<file path="config.mk">
export PLATFORM = sky130hd
export DESIGN_NAME = stepper_full_step_driver
export DESIGN_NICKNAME = d
export VERILOG_FILES = /design/src/design/sfsd_pkg.sv /design/src/design/sfsd_seq.sv /design/src/design/stepper_full_step_driver.sv
export SDC_FILE = /design/constraint.sdc
export NUM_CORES = 1
export LEC_CHECK = 0
export ABC_AREA = 1
export BUFFER_PORTS_ARGS = -buffer_cell sky130_fd_sc_hd__buf_4
export CAP_MARGIN = 0
export CORE_MARGIN = 2
export CORE_UTILIZATION = 45
export DETAILED_ROUTE_END_ITERATION = 8
export PLACE_DENSITY = 0.73
export SYNTH_ARGS = -nofsm -noshare
export SYNTH_HDL_FRONTEND = slang
export SYNTH_HIERARCHICAL = 1
export SYNTH_SLANG_ARGS = --single-unit
</file>
<file path="constraint.sdc">
create_clock -name clk -period 6.15 [get_ports clk]
set_input_delay 0 -clock clk [delete_from_list [all_inputs] [get_ports clk]]
set_output_delay 0 -clock clk [all_outputs]
set_load 0.02 [all_outputs]
</file>
<file path="src/design/sfsd_pkg.sv">
// Shared types, constants and helpers for the full-step stepper driver.
// No dependencies; imported by sfsd_seq and stepper_full_step_driver.
package sfsd_pkg;

	// Default width of the tick counter and its difference arithmetic
	localparam int TICK_WIDTH_DEF = 32;

	localparam int NOW_W   = 32;
	localparam int COUNT_W = 16;
	localparam int IVL_W   = 8;
	localparam int COIL_W  = 4;
	localparam int PHASE_W = 2;

	// Stream widths; the tdata widths are padded to whole bytes
	localparam int S_TDATA_W = 56;
	localparam int S_TUSER_W = 2;
	localparam int M_TDATA_W = 8;

	// Command codes carried in tuser
	typedef enum logic [1:0] {
		OP_TICK = 2'd0,
		OP_MOVE = 2'd1,
		OP_STOP = 2'd2,
		OP_KEEP = 2'd3
	} op_t;

	// One command after the input register
	typedef struct packed {
		op_t                       op;
		logic [NOW_W-1:0]          now_tick;
		logic signed [COUNT_W-1:0] step_count;
		logic [IVL_W-1:0]          interval;
	} cmd_t;

	// One result item
	typedef struct packed {
		logic              busy_res;
		logic              done_res;
		logic [COIL_W-1:0] coils;
	} res_t;

	// Coil pattern for each full-step phase (A1 A2 B1 B2)
	function automatic logic [COIL_W-1:0] phase_pattern(input logic [PHASE_W-1:0] ph);
		logic [COIL_W-1:0] pat;
		unique case (ph)
			2'd0:    pat = 4'b1010;
			2'd1:    pat = 4'b0110;
			2'd2:    pat = 4'b0101;
			default: pat = 4'b1001;
		endcase
		return pat;
	endfunction

endpackage

</file>
<file path="src/design/sfsd_seq.sv">
// Step sequencer: phase, step count, reference tick, interval and coil state.
// Computes the result of one command and updates state when it retires.
// Depends on sfsd_pkg.
module sfsd_seq
	import sfsd_pkg::*;
#(
	parameter int TICK_WIDTH = TICK_WIDTH_DEF
) (
	input  logic clk,
	input  logic arst_n,
	input  logic fire,
	input  cmd_t cmd,
	output res_t res
);

	logic [PHASE_W-1:0]        phase_q;
	logic signed [COUNT_W-1:0] rem_q;
	logic [TICK_WIDTH-1:0]     last_q;
	logic [IVL_W-1:0]          ivl_q;
	logic [COIL_W-1:0]         coil_q;

	logic [PHASE_W-1:0]        phase_d;
	logic signed [COUNT_W-1:0] rem_d;
	logic [TICK_WIDTH-1:0]     last_d;
	logic [IVL_W-1:0]          ivl_d;
	logic [COIL_W-1:0]         coil_d;
	logic                      done_d;

	logic [63:0]           now_ext;
	logic [TICK_WIDTH-1:0] now_w;
	logic [TICK_WIDTH-1:0] diff;
	logic                  take_step;

	// Tick difference modulo the counter width
	assign now_ext   = {32'd0, cmd.now_tick};
	assign now_w     = now_ext[TICK_WIDTH-1:0];
	assign diff      = now_w - last_q;
	assign take_step = (rem_q != '0) && (diff > TICK_WIDTH'(ivl_q));

	// Next state for the command in flight
	always_comb begin
		phase_d = phase_q;
		rem_d   = rem_q;
		last_d  = last_q;
		ivl_d   = ivl_q;
		coil_d  = coil_q;
		done_d  = 1'b0;
		case (cmd.op)
			OP_TICK: begin
				if (take_step) begin
					last_d = now_w;
					if (!rem_q[COUNT_W-1]) begin
						phase_d = phase_q + 2'd1;
						rem_d   = rem_q - 16'sd1;
					end else begin
						phase_d = phase_q - 2'd1;
						rem_d   = rem_q + 16'sd1;
					end
					coil_d = phase_pattern(phase_d);
					if (rem_d == '0) begin
						done_d = 1'b1;
						coil_d = '0;
					end
				end
			end
			OP_MOVE: begin
				rem_d  = cmd.step_count;
				ivl_d  = cmd.interval;
				last_d = now_w;
			end
			OP_STOP: begin
				coil_d = '0;
				rem_d  = '0;
			end
			default: begin
				coil_d = phase_pattern(phase_q);
			end
		endcase
	end

	assign res.coils    = coil_d;
	assign res.done_res = done_d;
	assign res.busy_res = (rem_d != '0);

	// Control state: advance on each retired command
	always_ff @(posedge clk or negedge arst_n) begin
		if (!arst_n) begin
			phase_q <= '0;
			rem_q   <= '0;
			last_q  <= '0;
			ivl_q   <= '0;
			coil_q  <= '0;
		end else if (fire) begin
			phase_q <= phase_d;
			rem_q   <= rem_d;
			last_q  <= last_d;
			ivl_q   <= ivl_d;
			coil_q  <= coil_d;
		end
	end

	// A retired stop leaves the coils off and no steps pending
	a_stop_clears: assert property (@(posedge clk) disable iff (!arst_n)
		fire && cmd.op == OP_STOP |=> coil_q == '0 && rem_q == '0)
		else $error("stop did not clear coils and count");

	// Completion always reports coils off and not busy
	a_done_idle: assert property (@(posedge clk) disable iff (!arst_n)
		fire && res.done_res |-> res.coils == '0 && !res.busy_res)
		else $error("done with coils driven or still busy");

	// A tick with no steps left never moves the phase
	a_idle_tick: assert property (@(posedge clk) disable iff (!arst_n)
		fire && cmd.op == OP_TICK && rem_q == '0 |=> $stable(phase_q))
		else $error("phase moved without pending steps");

	// Non-tick commands never change the phase
	a_phase_tick_only: assert property (@(posedge clk) disable iff (!arst_n)
		fire && cmd.op != OP_TICK |=> $stable(phase_q))
		else $error("phase moved on a non-tick command");

endmodule

</file>
<file path="src/design/stepper_full_step_driver.sv">
// Top level of the full-step stepper driver: input register, sequencer,
// output register with stream handshakes. Depends on sfsd_pkg and sfsd_seq.
//
//  port group  | dir | payload
//  s_axis_*    | in  | tuser: op[1:0]; tdata: now_tick, step_count, interval
//  m_axis_*    | out | tdata: coils[3:0], done_res[4], busy_res[5]
//
// One command per clock is sustained while the output is not stalled. A result
// passes through the input register and then the result register before it
// is offered.
// Reset is asynchronous and active low: phase, step count, reference tick,
// interval and coil drive all clear to zero, coils off.
// A stalled output holds its result; the input register still takes a new
// transaction when it is empty or when its command retires into the result
// register in the same cycle.
module stepper_full_step_driver
	import sfsd_pkg::*;
#(
	parameter int TICK_WIDTH = TICK_WIDTH_DEF
) (
	input  logic                 clk,
	input  logic                 arst_n,
	input  logic                 s_axis_tvalid,
	output logic                 s_axis_tready,
	// [31:0] now_tick, [47:32] step_count, [55:48] interval
	input  logic [S_TDATA_W-1:0] s_axis_tdata,
	// [1:0] op
	input  logic [S_TUSER_W-1:0] s_axis_tuser,
	output logic                 m_axis_tvalid,
	input  logic                 m_axis_tready,
	// [3:0] coils, [4] done_res, [5] busy_res, [7:6] zero
	output logic [M_TDATA_W-1:0] m_axis_tdata
);

	logic valid_s1;
	cmd_t cmd_s1;
	logic advance;
	res_t res;
	logic m_valid_q;
	res_t res_q;

	// Retire the staged command when the result register can take it
	assign advance       = valid_s1 && (!m_valid_q || m_axis_tready);
	assign s_axis_tready = !valid_s1 || advance;

	// Input register
	always_ff @(posedge clk or negedge arst_n) begin
		if (!arst_n) begin
			valid_s1 <= 1'b0;
		end else if (s_axis_tready) begin
			valid_s1 <= s_axis_tvalid;
		end
	end

	always_ff @(posedge clk) begin
		if (s_axis_tvalid && s_axis_tready) begin
			cmd_s1.op         <= op_t'(s_axis_tuser);
			cmd_s1.now_tick   <= s_axis_tdata[31:0];
			cmd_s1.step_count <= s_axis_tdata[47:32];
			cmd_s1.interval   <= s_axis_tdata[55:48];
		end
	end

	sfsd_seq #(
		.TICK_WIDTH(TICK_WIDTH)
	) u_seq (
		.clk    (clk),
		.arst_n (arst_n),
		.fire   (advance),
		.cmd    (cmd_s1),
		.res    (res)
	);

	// Result register
	always_ff @(posedge clk or negedge arst_n) begin
		if (!arst_n) begin
			m_valid_q <= 1'b0;
		end else if (advance) begin
			m_valid_q <= 1'b1;
		end else if (m_axis_tready) begin
			m_valid_q <= 1'b0;
		end
	end

	always_ff @(posedge clk) begin
		if (advance) begin
			res_q <= res;
		end
	end

	assign m_axis_tvalid = m_valid_q;
	assign m_axis_tdata  = {2'b00, res_q};

	// Every retired command produces a result in the next cycle
	a_retire_result: assert property (@(posedge clk) disable iff (!arst_n)
		advance |=> m_valid_q)
		else $error("retired command produced no result");

	// Input register is never overwritten while holding an unretired command
	a_no_overrun: assert property (@(posedge clk) disable iff (!arst_n)
		valid_s1 && !advance |-> !s_axis_tready)
		else $error("input register overrun");

	// A stalled result is not replaced
	a_no_drop: assert property (@(posedge clk) disable iff (!arst_n)
		m_valid_q && !m_axis_tready |-> !advance)
		else $error("pending result overwritten");

endmodule
</file>
==> results of run 1 <==
-- layer usage --
metal	routed length (um)	GRT usage [%]
met5	0	0
met4	228	5.62
met3	688	4.21
met2	10400	37.4
met1	9670	26.4
-- area by class of cell --
| cell class | instances | area (um2) |
|---|---|---|
| repair buffers | 135 | 1170 |
| multi-input cells | 841 | 4450 |
| flip-flops and latches | 128 | 3520 |
| clock buffers | 17 | 425 |
| clock inverters | 15 | 159 |
| well taps | 265 | 332 |
| inverters | 221 | 830 |
| fillers | 1802 | 8570 |
-- worst reg2reg max path, cell delays in order, from the launching register on --
cell and delay [ps]:
edfxtp_1 330, inv_1 50, ha_1 220, fa_1 420, inv_1 120, nand2_1 60, nand2_1 70, and2_1 180
xor2_1 200, ha_1 260, nand2_1 60, nor2_1 40, nand2_1 60, nand2_1 40, nand2_1 50, nand2_1 50
nor2_1 100, nand2_1 50, nor2_1 120, nand3_2 110, nor2_4 110, nand2_4 160, nand2_8 190, nand2_2 120
nand2_2 380, buf_4 440, nor2_1 100, a21oi_1 130
-- worst max-delay path by stage --
stage | start | endpoint | slack, ps | depth (start not counted)
2_1_floorplan | u_seq/last_q[0] | m_axis_tdata[5] | 2750 | 28
3_3_place_gp | u_seq/last_q[0] | u_seq/last_q[29] | 2010 | 26
3_5_place_dp | cmd_s1[24] | u_seq/last_q[25] | 1890 | 27
4_1_cts | cmd_s1[24] | u_seq/last_q[17] | 1850 | 27
5_1_grt | cmd_s1[24] | u_seq/last_q[23] | 1350 | 27
6_report | cmd_s1[24] | u_seq/last_q[19] | 1850 | 27
-- power breakdown --
part / internal, mW / switching [mW] / leakage (nW)
combinational: 0.780 / 1.32 / 3.92
clock: 0.544 / 0.451 / 0.289
sequential: 1.06 / 0.102 / 1.35
total: 2.39 / 1.87 / 5.56
-- synth_stat cells --
library cell and number:
a21boi_2 1, and2_1 3, a21oi_1 74, xnor2_1 10, o2111ai_1 1, clkbuf_1 9
nand4_1 19, nand3_1 68, ha_1 63, edfxtp_1 64, a21o_1 3, inv_1 207
nor3_2 3, nand2_2 17, dfrtp_1 64, nor2_4 3, o21ai_0 42, o21ai_1 3
buf_2 4, nand2_4 1, and3_1 1, nand2_1 358, nand3_2 14, a211oi_1 1
o211ai_1 4, fa_1 2, nor3_1 6, or2_0 1, buf_1 2, inv_2 11
conb_1 1, xor2_1 11, buf_4 6, clkinv_1 3, nor4_1 3, buf_12 1
nand2_8 1, nor2_2 4, nor2_1 112, nand3b_1 8, mux2_2 2
-- logic make-up after synthesis --
| kind of cell | Yosys count | share of synthesized area [%] |
|---|---|---|
| buffers and inverters | 243 | 10.7 |
| multiplexers | 2 | 0.252 |
| AO/OA/AOI/OAI | 129 | 7.57 |
| other | 1 | 0.0420 |
| flip-flops | 128 | 39.5 |
| XOR/XNOR | 21 | 2.06 |
| adder cells (fa/ha/maj) | 65 | 9.28 |
| AND/OR/NAND/NOR | 622 | 30.6 |
-- sequential cells by signal (all words and copies together), names as in the netlist --
register	cells
u_seq/coil_q	4
cmd_s1	58
u_seq/phase_q	2
u_seq/last_q	32
u_seq/ivl_q	8
u_seq/rem_q	16
m_axis_tvalid	1
valid_s1	1
m_axis_tdata	6
-- through the flow --
stage               std cells  hold WS, ps
CTS                      1622          252
detailed placement       1528          174
finish                   1622          229
global route             1622          268
global placement         1528          165
floorplan                1212         -296
==> flow_metrics.py, run 1 <==
metrics = {
    "synthesis": {
        "synth_area_per_cell_um2": 7.37,
        "yosysWarnings": 6,
        "syn_area_um2": 8920,
        "synth_area_leaders": "edfxtp_1, dfrtp_1, nand2_1",
        "synth.distinct_cells": 41,
        "ys_ff_latch": 128,
        "syn_inst": 1211,
        "yosys.area.top_type": "edfxtp_1",
        "synth-seq-area-share_pct": 39.5,
        "synth_top_area_share_pct": 21.5,
    },
    "timing": {
        "setup_violations": 0,
        "fmax_mhz": 232,
        "tns_ps": 0,
        "fin_crit_ps": 4300,
        "worst_pin_slew_ps": 1170,
        "slew_headroom_pct": 22.0,
        "finalHoldViolCount": 0,
        "min_period_over_period_pct": 70.0,
        "rsz0062_at_grt": "no",
        "setup_slack_ps": 1850,
        "drv_slew": 0,
        "skew_ps": 12.2,
    },
    "floorplanning": {
        "pin_count": 72,
        "dieArea_um2": 21000,
        "die_w_um": 145,
        "initial_utilization_pct": 45.9,
        "core_area_um2": 19500,
        "chipHeight_um": 145,
        "std_cell_rows": 51,
    },
    "grt": {
        "gr-total-overflow": 0,
        "grt_pass1_vias": 7567,
        "grtUsageTotal_pct": 21.2,
        "grt_antenna_before_repair": 0,
        "grt_pass1_wl_um": 35000,
        "grt_max_degree": 65,
    },
    "route": {
        "drc": 0,
        "ant_nets": 0,
        "drtIter0Drc": 489,
        "num_vias": 7861,
        "via_per_inst": 4.85,
        "dr.pass1.iters": 5,
        "drt-total-wl_um": 21000,
        "avgRoutedWirePerCell_um": 13.0,
    },
    "placement": {
        "post-dp-hpwl_um": 15500,
        "dp_slack_ps": 1890,
        "gp_congestion": 0.939,
        "io_buffer_count": 69,
        "place_area_um2": 9680,
    },
    "critical_path": {
        "slowest_stage": "buf_4",
        "rrSetupSlack_ps": 1850,
        "worstSetupPathType": "flop to flop",
        "r2r-start": "cmd_s1[24]",
        "crit_top_cell": "nand2_1",
        "crit_arrival_ps": 4650,
        "crit_path_end_kind": "flop",
        "worst_setup_path_start_kind": "flop",
        "path_max_fanout": 40,
        "critPathMaxStageDelay_ps": 440,
        "regToRegEndpoint": "u_seq/last_q[19]",
        "crit_family": "simple AND/OR/NAND/NOR gates",
        "required_ps": 6490,
        "critical_path_buf_inv_count": 3,
        "worstRegToRegCells": 27,
    },
    "power_and_ir_drop": {
        "power_mw": 4.26,
        "cellLeakagePower_nw": 5.56,
        "p_per_area_nw_per_um2": 391,
        "peakVddDrop_mv": 0.323,
    },
    "clocking": {
        "clock_latency_ps": 430,
        "root_buffer": "clkbuf_16",
        "clkTransAtPathRegs_ps": 70,
        "holdBufCountCts": 62,
        "cts_tree": "yes",
        "clock_path_buffers": 2,
        "cts.sinks": 128,
        "post_cts_buffers": 0,
        "cts-htree-levels": 4,
        "cts.repair.resized": 0,
        "numCtsBuffers": 17,
    },
    "cells_and_area": {
        "drive_above_1_share_pct": 12.1,
        "layout_commonest_cell": "nand2_1",
        "syn2layout_area_growth_pct": 22.0,
        "nets": 1471,
        "utilization_pct": 55.9,
        "final_cell_area_um2": 10900,
        "num_antenna_cells": 0,
        "layout_common_cells": "nand2_1, inv_1, nor2_1, buf_4, a21oi_1",
    },
    "run_status": {
        "outcome": "completed",
    },
    "min_path": {
        "hold_class": "input pin to async pin",
    },
    "run": {
        "drv_cap": 0,
    },
}
Note: power is estimated with default switching activity, not from simulation.
==> run 2: changes to the inputs <==
Settings changed: ABC_AREA 1 to 0, PLACE_DENSITY 0.73 to 0.75.
Clock period 6.15 ns to 3.95 ns, I/O delays scaled along.
==> run 2 against run 1 <==
  * Sequential power grew 60%
  * Final area shrank 2.2%
  * Non-clock buffer count grew 49
  * The run now ends with setup timing left
  * Highest routed layer unchanged
  * Hold slack gained 13 ps
  * Worst setup slack lost 1900 ps
==> flow_metrics.py, run 2 <==
metrics = {
    "synthesis": {
        "synth.distinct_cells": 74,
        "synth_area_leaders": "edfxtp_1, dfrtp_1, ha_1",
        "synth_area_per_cell_um2": 10.5,
        "synth_top_area_share_pct": 23.4,
        "syn_inst": 785,
        "synth_xor_area_share_pct": 3.41,
        "synth_mux_area_share_pct": 7.57,
        "ys.flop_type": "edfxtp_1",
        "synth-edff-count": 64,
        "syn_area_um2": 8230,
        "synth_compound_area_share_pct": 17.9,
        "synth_top_family_by_area": "compound AO/OA/AOI/OAI gates",
        "synth_common_cells": "dfrtp_1, edfxtp_1, ha_1",
        "synth-simple-area-share_pct": 13.3,
        "yosysWarnings": 6,
        "ys_ff_latch": 128,
        "yosys.area_share.adder_pct": 10.1,
        "yosys.area.top_type": "edfxtp_1",
        "synthArstFlopShare_pct": 50.0,
        "synth-seq-area-share_pct": 42.8,
    },
    "critical_path": {
        "worst_setup_path_start_kind": "flop",
        "required_ps": 4210,
        "worstRegToRegCells": 20,
        "crit_arrival_ps": 4250,
        "worstSetupPathType": "flop to flop",
        "regToRegEndpoint": "m_axis_tdata[0]",
        "rrSetupSlack_ps": -30,
        "path_max_fanout": 4,
        "crit_path_end_kind": "flop",
        "r2r-start": "cmd_s1[25]",
    },
    "clocking": {
        "cts-htree-levels": 4,
        "clkTransAtPathRegs_ps": 60,
        "clock_latency_ps": 420,
        "clock_path_buffers": 2,
        "root_buffer": "clkbuf_16",
        "cts_tree": "yes",
        "numCtsBuffers": 17,
        "cts.sinks": 128,
    },
    "run_status": {
        "failed_checks": "setup timing",
        "outcome": "complete, but fails checks",
    },
    "timing": {
        "setup_violations": 38,
        "finalHoldViolCount": 0,
        "min_period_over_period_pct": 101,
        "skew_ps": 8.17,
        "setup_slack_ps": -33.0,
        "fmax_mhz": 251,
        "worst_pin_slew_ps": 861,
        "slew_headroom_pct": 42.6,
        "tns_ps": -467,
        "fin_crit_ps": 3980,
        "rsz0062_at_grt": "yes",
        "drv_slew": 0,
    },
    "placement": {
        "post-dp-hpwl_um": 13800,
        "io_buffer_count": 69,
        "gp_congestion": 0.890,
        "place_area_um2": 9200,
    },
    "cells_and_area": {
        "multi_input_comb_area_um2": 4410,
        "register_area_um2": 3520,
        "syn2layout_area_growth_pct": 29.4,
        "layout_common_cells": "buf_4, edfxtp_1, dfrtp_1, dlygate4sd3_1, ha_1",
        "layout_commonest_cell": "buf_4",
        "largest_reg_flops": 58,
        "top_regs": "cmd_s1 x58, u_seq/last_q x32, u_seq/rem_q x16",
        "largest-register": "cmd_s1",
        "nets": 1089,
        "utilization_pct": 59.3,
        "n_fill_cell": 1488,
        "drive_above_1_share_pct": 22.9,
        "final_cell_area_um2": 10600,
    },
    "power_and_ir_drop": {
        "internal_power_mw": 4.27,
        "p_per_area_nw_per_um2": 657,
        "cellLeakagePower_nw": 4.63,
        "peakVddDrop_mv": 0.506,
        "switching_share_pct": 39.0,
        "p_switching_mw": 2.72,
        "seqPwrFrac_pct": 26.8,
        "clock_power_share_pct": 23.2,
        "combPwrFrac_pct": 50.0,
    },
    "route": {
        "ant_nets": 0,
        "num_vias": 6778,
        "avgRoutedWirePerCell_um": 16.9,
        "dr.pass1.iters": 8,
        "drc": 0,
        "drt-total-wl_um": 20300,
        "drtIter0Drc": 605,
        "via_per_inst": 5.62,
    },
    "floorplanning": {
        "dieArea_um2": 19400,
        "chipHeight_um": 139,
        "pin_count": 72,
        "std_cell_rows": 49,
        "die_w_um": 139,
        "core_area_um2": 18000,
        "initial_utilization_pct": 45.8,
    },
    "grt": {
        "gr-total-overflow": 0,
        "grt_max_degree": 65,
        "grt_pass1_wl_um": 33500,
        "grt_antenna_before_repair": 1,
        "grt_pass1_vias": 6721,
        "grtUsageTotal_pct": 21.5,
    },
    "min_path": {
        "hold_class": "input pin to async pin",
    },
    "run": {
        "drv_cap": 0,
    },
}
[run 2: logic make-up (layout without fill, tap and decap cells)]
kind of cell / after synthesis / in the layout
other cells: 1 / 3
buf+inv: 87 / 276
simple gates: 205 / 205
mux: 47 / 47
flops: 128 / 128
fa+ha+maj: 65 / 65
compound gates: 220 / 220
xor+xnor: 32 / 32
[run 2: critical path: stages (launching register included)]
cell and delay (ps):
edfxtp_1 390, ha_1 310, nor2b_4 130, o31a_1 260, o21ai_2 150, nand2b_1 110, buf_4 150, xor2_1 140
ha_1 290, a21oi_1 150, o21ai_1 80, o22ai_1 180, o211ai_1 130, nor4_2 140, nand4_1 170, nor4_4 250
nor2_2 90, buf_6 130, buf_6 110, or3_1 330, a31oi_1 130
[run 2: through the flow]
| stage | total power, mW | hold slack (ps) | setup slack, ps | std cells |
|---|---|---|---|---|
| 6_report | 6.99 | 241 | -33.0 | 1205 |
| 5_1_grt | 7.48 | 278 | -384 | 1205 |
| 4_1_cts | 6.89 | 269 | -69.9 | 1205 |
| 3_5_place_dp | 5.12 | 169 | -122 | 1098 |
| 3_3_place_gp | 5.07 | 169 | 18.1 | 1098 |
| 2_1_floorplan | 4.30 | -296 | 44.1 | 786 |
[run 2: cell type report]
type	instances	area share, %
Multi-Input combinational cell	571	41.4
Sequential cell	128	33.1
Timing Repair Buffer	184	14.9
Clock buffer	18	4.03
Tap cell	229	2.69
Inverter	60	2.12
Clock inverter	14	1.69
Antenna cell	1	0.0235
[run 2: what timing repair did]
| item | 4_1_cts | 5_1_grt |
|---|---|---|
| pin swaps | 10 | 8 |
| hold buffers | 62 | 0 |
| hold endpoints to repair | 124 | 0 |
| gates resized for setup | 13 | 23 |
| setup endpoints to repair | 48 | 60 |
| gates cloned | 1 | 0 |
| buffers inserted | 12 | 1 |
[run 2: routing by layer]
layer	track usage (%)	share of wire, %	routed length (um)
met1	27.7	44	8830
met5	0	0	0
met2	36.8	51	10300
met4	6.91	2.1	418
met3	4.13	3.8	772
[run 2: how the worst max path moves through the flow]
stage	end	depth (start not counted)	from	slack, ps
after floorplan	u_seq/last_q[15]	21	u_seq/last_q[1]	40
after global placement	u_seq/rem_q[3]	18	cmd_s1[25]	20
after detailed placement	u_seq/rem_q[4]	18	cmd_s1[25]	-120
after CTS	u_seq/rem_q[14]	21	cmd_s1[25]	-70
after global routing	m_axis_tdata[0]	20	cmd_s1[25]	-380
final	m_axis_tdata[0]	20	cmd_s1[25]	-30
[run 2: power groups by stage]
stage | Sequential [mW] | Clock [mW] | Combinational (mW)
final | 1.87 | 1.62 | 3.50
after global routing | 1.90 | 1.71 | 3.87
after CTS | 1.87 | 1.66 | 3.36
after detailed placement | 1.89 | 0 | 3.23
after global placement | 1.88 | 0 | 3.20
after floorplan | 1.84 | 0 | 2.46
==> run 3: changes to the inputs <==
Settings changed: CTS_BUF_LIST set to sky130_fd_sc_hd__clkbuf_16, GPL_TIMING_DRIVEN set to 0, SYNTH_HIERARCHICAL 1 to not set.
==> run 3 against run 2 <==
  * The flow still finishes with violations (setup timing)
  * First-iteration DRC count up 5.1%
  * Hold slack worse by 22 ps
  * Synthesized area up 4.6%
==> flow_metrics.py, run 3 <==
metrics = {
    "route": {
        "drtIter0Drc": 636,
        "drc": 0,
        "routed.top_layer": "met4",
        "via_per_inst": 5.79,
        "avgRoutedWirePerCell_um": 17.5,
        "ant_nets": 0,
        "num_vias": 7617,
        "dr.pass1.iters": 6,
        "dr_wl_met2_um": 11300,
        "drt-met1-wl_um": 10000,
        "drt-total-wl_um": 23000,
        "dr_wl_met3_um": 1130,
    },
    "cells_and_area": {
        "largest-register": "cmd_s1",
        "fin_cells": 1316,
        "layout_common_cells": "buf_4, nand2_1, edfxtp_1, dfrtp_1, dlygate4sd3_1",
        "multi_input_comb_area_um2": 5110,
        "drive_above_1_share_pct": 25.9,
        "num_antenna_cells": 0,
        "top_regs": "cmd_s1 x58, u_seq.last_q x32, u_seq.rem_q x16",
        "nets": 1196,
        "n_fill_cell": 1476,
        "register_area_um2": 3520,
        "largest_reg_flops": 58,
        "layout_commonest_cell": "buf_4",
        "syn2layout_area_growth_pct": 33.4,
    },
    "critical_path": {
        "crit_arrival_ps": 4600,
        "worst_setup_path_start_kind": "flop",
        "worstSetupPathType": "flop to flop",
        "crit_path_end_kind": "flop",
        "required_ps": 4080,
        "startpoint": "u_seq.last_q[0]",
        "regToRegEndpoint": "m_axis_tdata[5]",
        "rrSetupSlack_ps": -520,
        "endpoint": "m_axis_tdata[5]",
        "worstRegToRegCells": 17,
        "path_max_fanout": 6,
        "r2r-start": "u_seq.last_q[0]",
    },
    "clocking": {
        "cts_tree": "yes",
        "clkTransAtPathRegs_ps": 60,
        "clock_path_buffers": 2,
        "cts-htree-levels": 4,
        "numCtsBuffers": 17,
        "cts.sinks": 128,
        "clock_latency_ps": 440,
        "root_buffer": "clkbuf_16",
    },
    "grt": {
        "grt_pass1_vias": 7482,
        "grt_max_degree": 65,
        "grt_antenna_before_repair": 0,
        "grt_pass1_wl_um": 36500,
        "grtUsageTotal_pct": 22.7,
        "gr-total-overflow": 0,
    },
    "floorplanning": {
        "die_w_um": 142,
        "std_cell_rows": 50,
        "core_area_um2": 18700,
        "chipHeight_um": 142,
        "pin_count": 72,
        "initial_utilization_pct": 46.0,
        "dieArea_um2": 20200,
    },
    "timing": {
        "rsz0062_at_grt": "yes",
        "drv_slew": 0,
        "fmax_mhz": 224,
        "setup_violations": 59,
        "slew_headroom_pct": 41.1,
        "finalHoldViolCount": 0,
        "min_period_over_period_pct": 113,
        "worst_hold_slack_ps": 220,
        "skew_ps": 13.7,
        "worst_pin_slew_ps": 884,
        "setup_slack_ps": -518,
        "fin_crit_ps": 4470,
    },
    "power_and_ir_drop": {
        "peakVddDrop_mv": 0.574,
        "power_mw": 7.26,
        "cellLeakagePower_nw": 4.96,
        "p_per_area_nw_per_um2": 632,
    },
    "synthesis": {
        "synth_top_area_share_pct": 22.3,
        "ys_ff_latch": 128,
        "synth_common_cells": "nand2_1, dfrtp_1, edfxtp_1",
        "synth.distinct_cells": 82,
        "synth-edff-count": 64,
        "synth_area_per_cell_um2": 9.84,
        "syn_inst": 874,
        "yosysWarnings": 0,
        "synth-seq-area-share_pct": 41.0,
        "yosys.area.top_type": "edfxtp_1",
        "synth_area_leaders": "edfxtp_1, dfrtp_1, ha_1",
        "ys.flop_type": "edfxtp_1",
        "synthArstFlopShare_pct": 50.0,
        "syn_area_um2": 8600,
        "synth_most_common_cell": "nand2_1",
    },
    "run_status": {
        "failed_checks": "setup timing",
        "outcome": "complete, but fails checks",
    },
    "placement": {
        "dp_cells": 1179,
        "dp_slack_ps": -702,
        "io_buffer_count": 69,
        "post-dp-hpwl_um": 15400,
        "gp_congestion": 0.974,
    },
    "run": {
        "drv_cap": 0,
    },
    "min_path": {
        "hold_class": "input pin to async pin",
    },
}
run 3: cell types whose count changed in the layout (fill, tap and decap cells not counted), sizes merged, moves of 10 or more:
cell / before / now
o21a: 10 / 22
o21ai: 49 / 38
nor2: 34 / 56
nand2: 53 / 86
buf: 122 / 132
clkbuf: 18 / 35
and2: 24 / 12
mux2: 35 / 45
run 3: cells by family (layout without fill, tap and decap cells):
group                    count (synthesis)  after routing  synth area share (%)
AND/OR/NAND/NOR                        268            268                  15.5
AO/OA/AOI/OAI                          237            237                  19.4
flip-flops                             128            128                  41.0
buffers and inverters                   92            299                  4.64
adder cells (fa/ha/maj)                 65             65                  9.63
multiplexers                            53             53                  6.82
XOR/XNOR                                30             30                  3.05
other                                    1              2                0.0436
run 3: critical path, stage by stage, from the launching register on:
cell	delay, ps
dfrtp_1	420
ha_4	180
fa_2	350
and2b_1	220
o211ai_1	130
buf_4	180
a211o_4	350
and3_1	220
a211o_1	230
nor4b_1	410
o2111ai_1	190
and4b_2	360
buf_6	140
buf_8	120
nand3b_1	120
nand3_2	90
nor4_2	270
nand4_1	200
run 3: through the flow:
stage	utilization (%)	setup TNS [ps]	area [um2]
floorplan	-	0	8610
global placement	50.3	-24370	9420
detailed placement	50.5	-25830	9440
CTS	59.3	-12490	11100
global route	61.3	-28820	11500
finish	61.3	-17990	11500
run 3: worst min path at each step:
| stage | startpoint | endpoint | slack, ps | depth (start not counted) |
|---|---|---|---|---|
| finish | arst_n | u_seq.last_q[11] | 220 | 2 |
| global placement | arst_n | u_seq.last_q[11] | 170 | 1 |
| CTS | s_axis_tdata[39] | cmd_s1[15] | 260 | 2 |
| detailed placement | arst_n | u_seq.last_q[11] | 180 | 1 |
| global route | s_axis_tdata[9] | cmd_s1[33] | 270 | 2 |
| floorplan | arst_n | m_axis_tvalid | -300 | 0 |
run 3: final cells by class:
type / instances / share of cell area, %
plain buffers: 36 / 1.89
multi-input cells: 655 / 44.5
clock buffers: 17 / 3.71
well taps: 234 / 2.55
repair buffers: 176 / 13.6
clock inverters: 15 / 1.20
inverters: 55 / 1.83
flip-flops and latches: 128 / 30.7
run 3: layer usage:
metal	vias to the layer above	track usage, %
met3	51	4.37
met2	272	38.5
met1	3670	29.0
li1	3624	-
met4	0	8.16
met5	-	0
run 3: power breakdown:
part | internal [mW] | switching, mW | leakage (nW) | total, mW
Clock | 0.869 | 0.634 | 0.264 | 1.50
Combinational | 1.74 | 2.11 | 3.31 | 3.85
Sequential | 1.67 | 0.234 | 1.38 | 1.90
Total | 4.27 | 2.98 | 4.96 | 7.26
run 3: what timing repair did:
item	4_1_cts	5_1_grt
hold buffers	62	0
cloned	3	0
resized for setup	81	52
setup endpoints to repair	60	60
pin swaps	17	33
buffers inserted	19	23
endpoints found under the hold margin	124	0
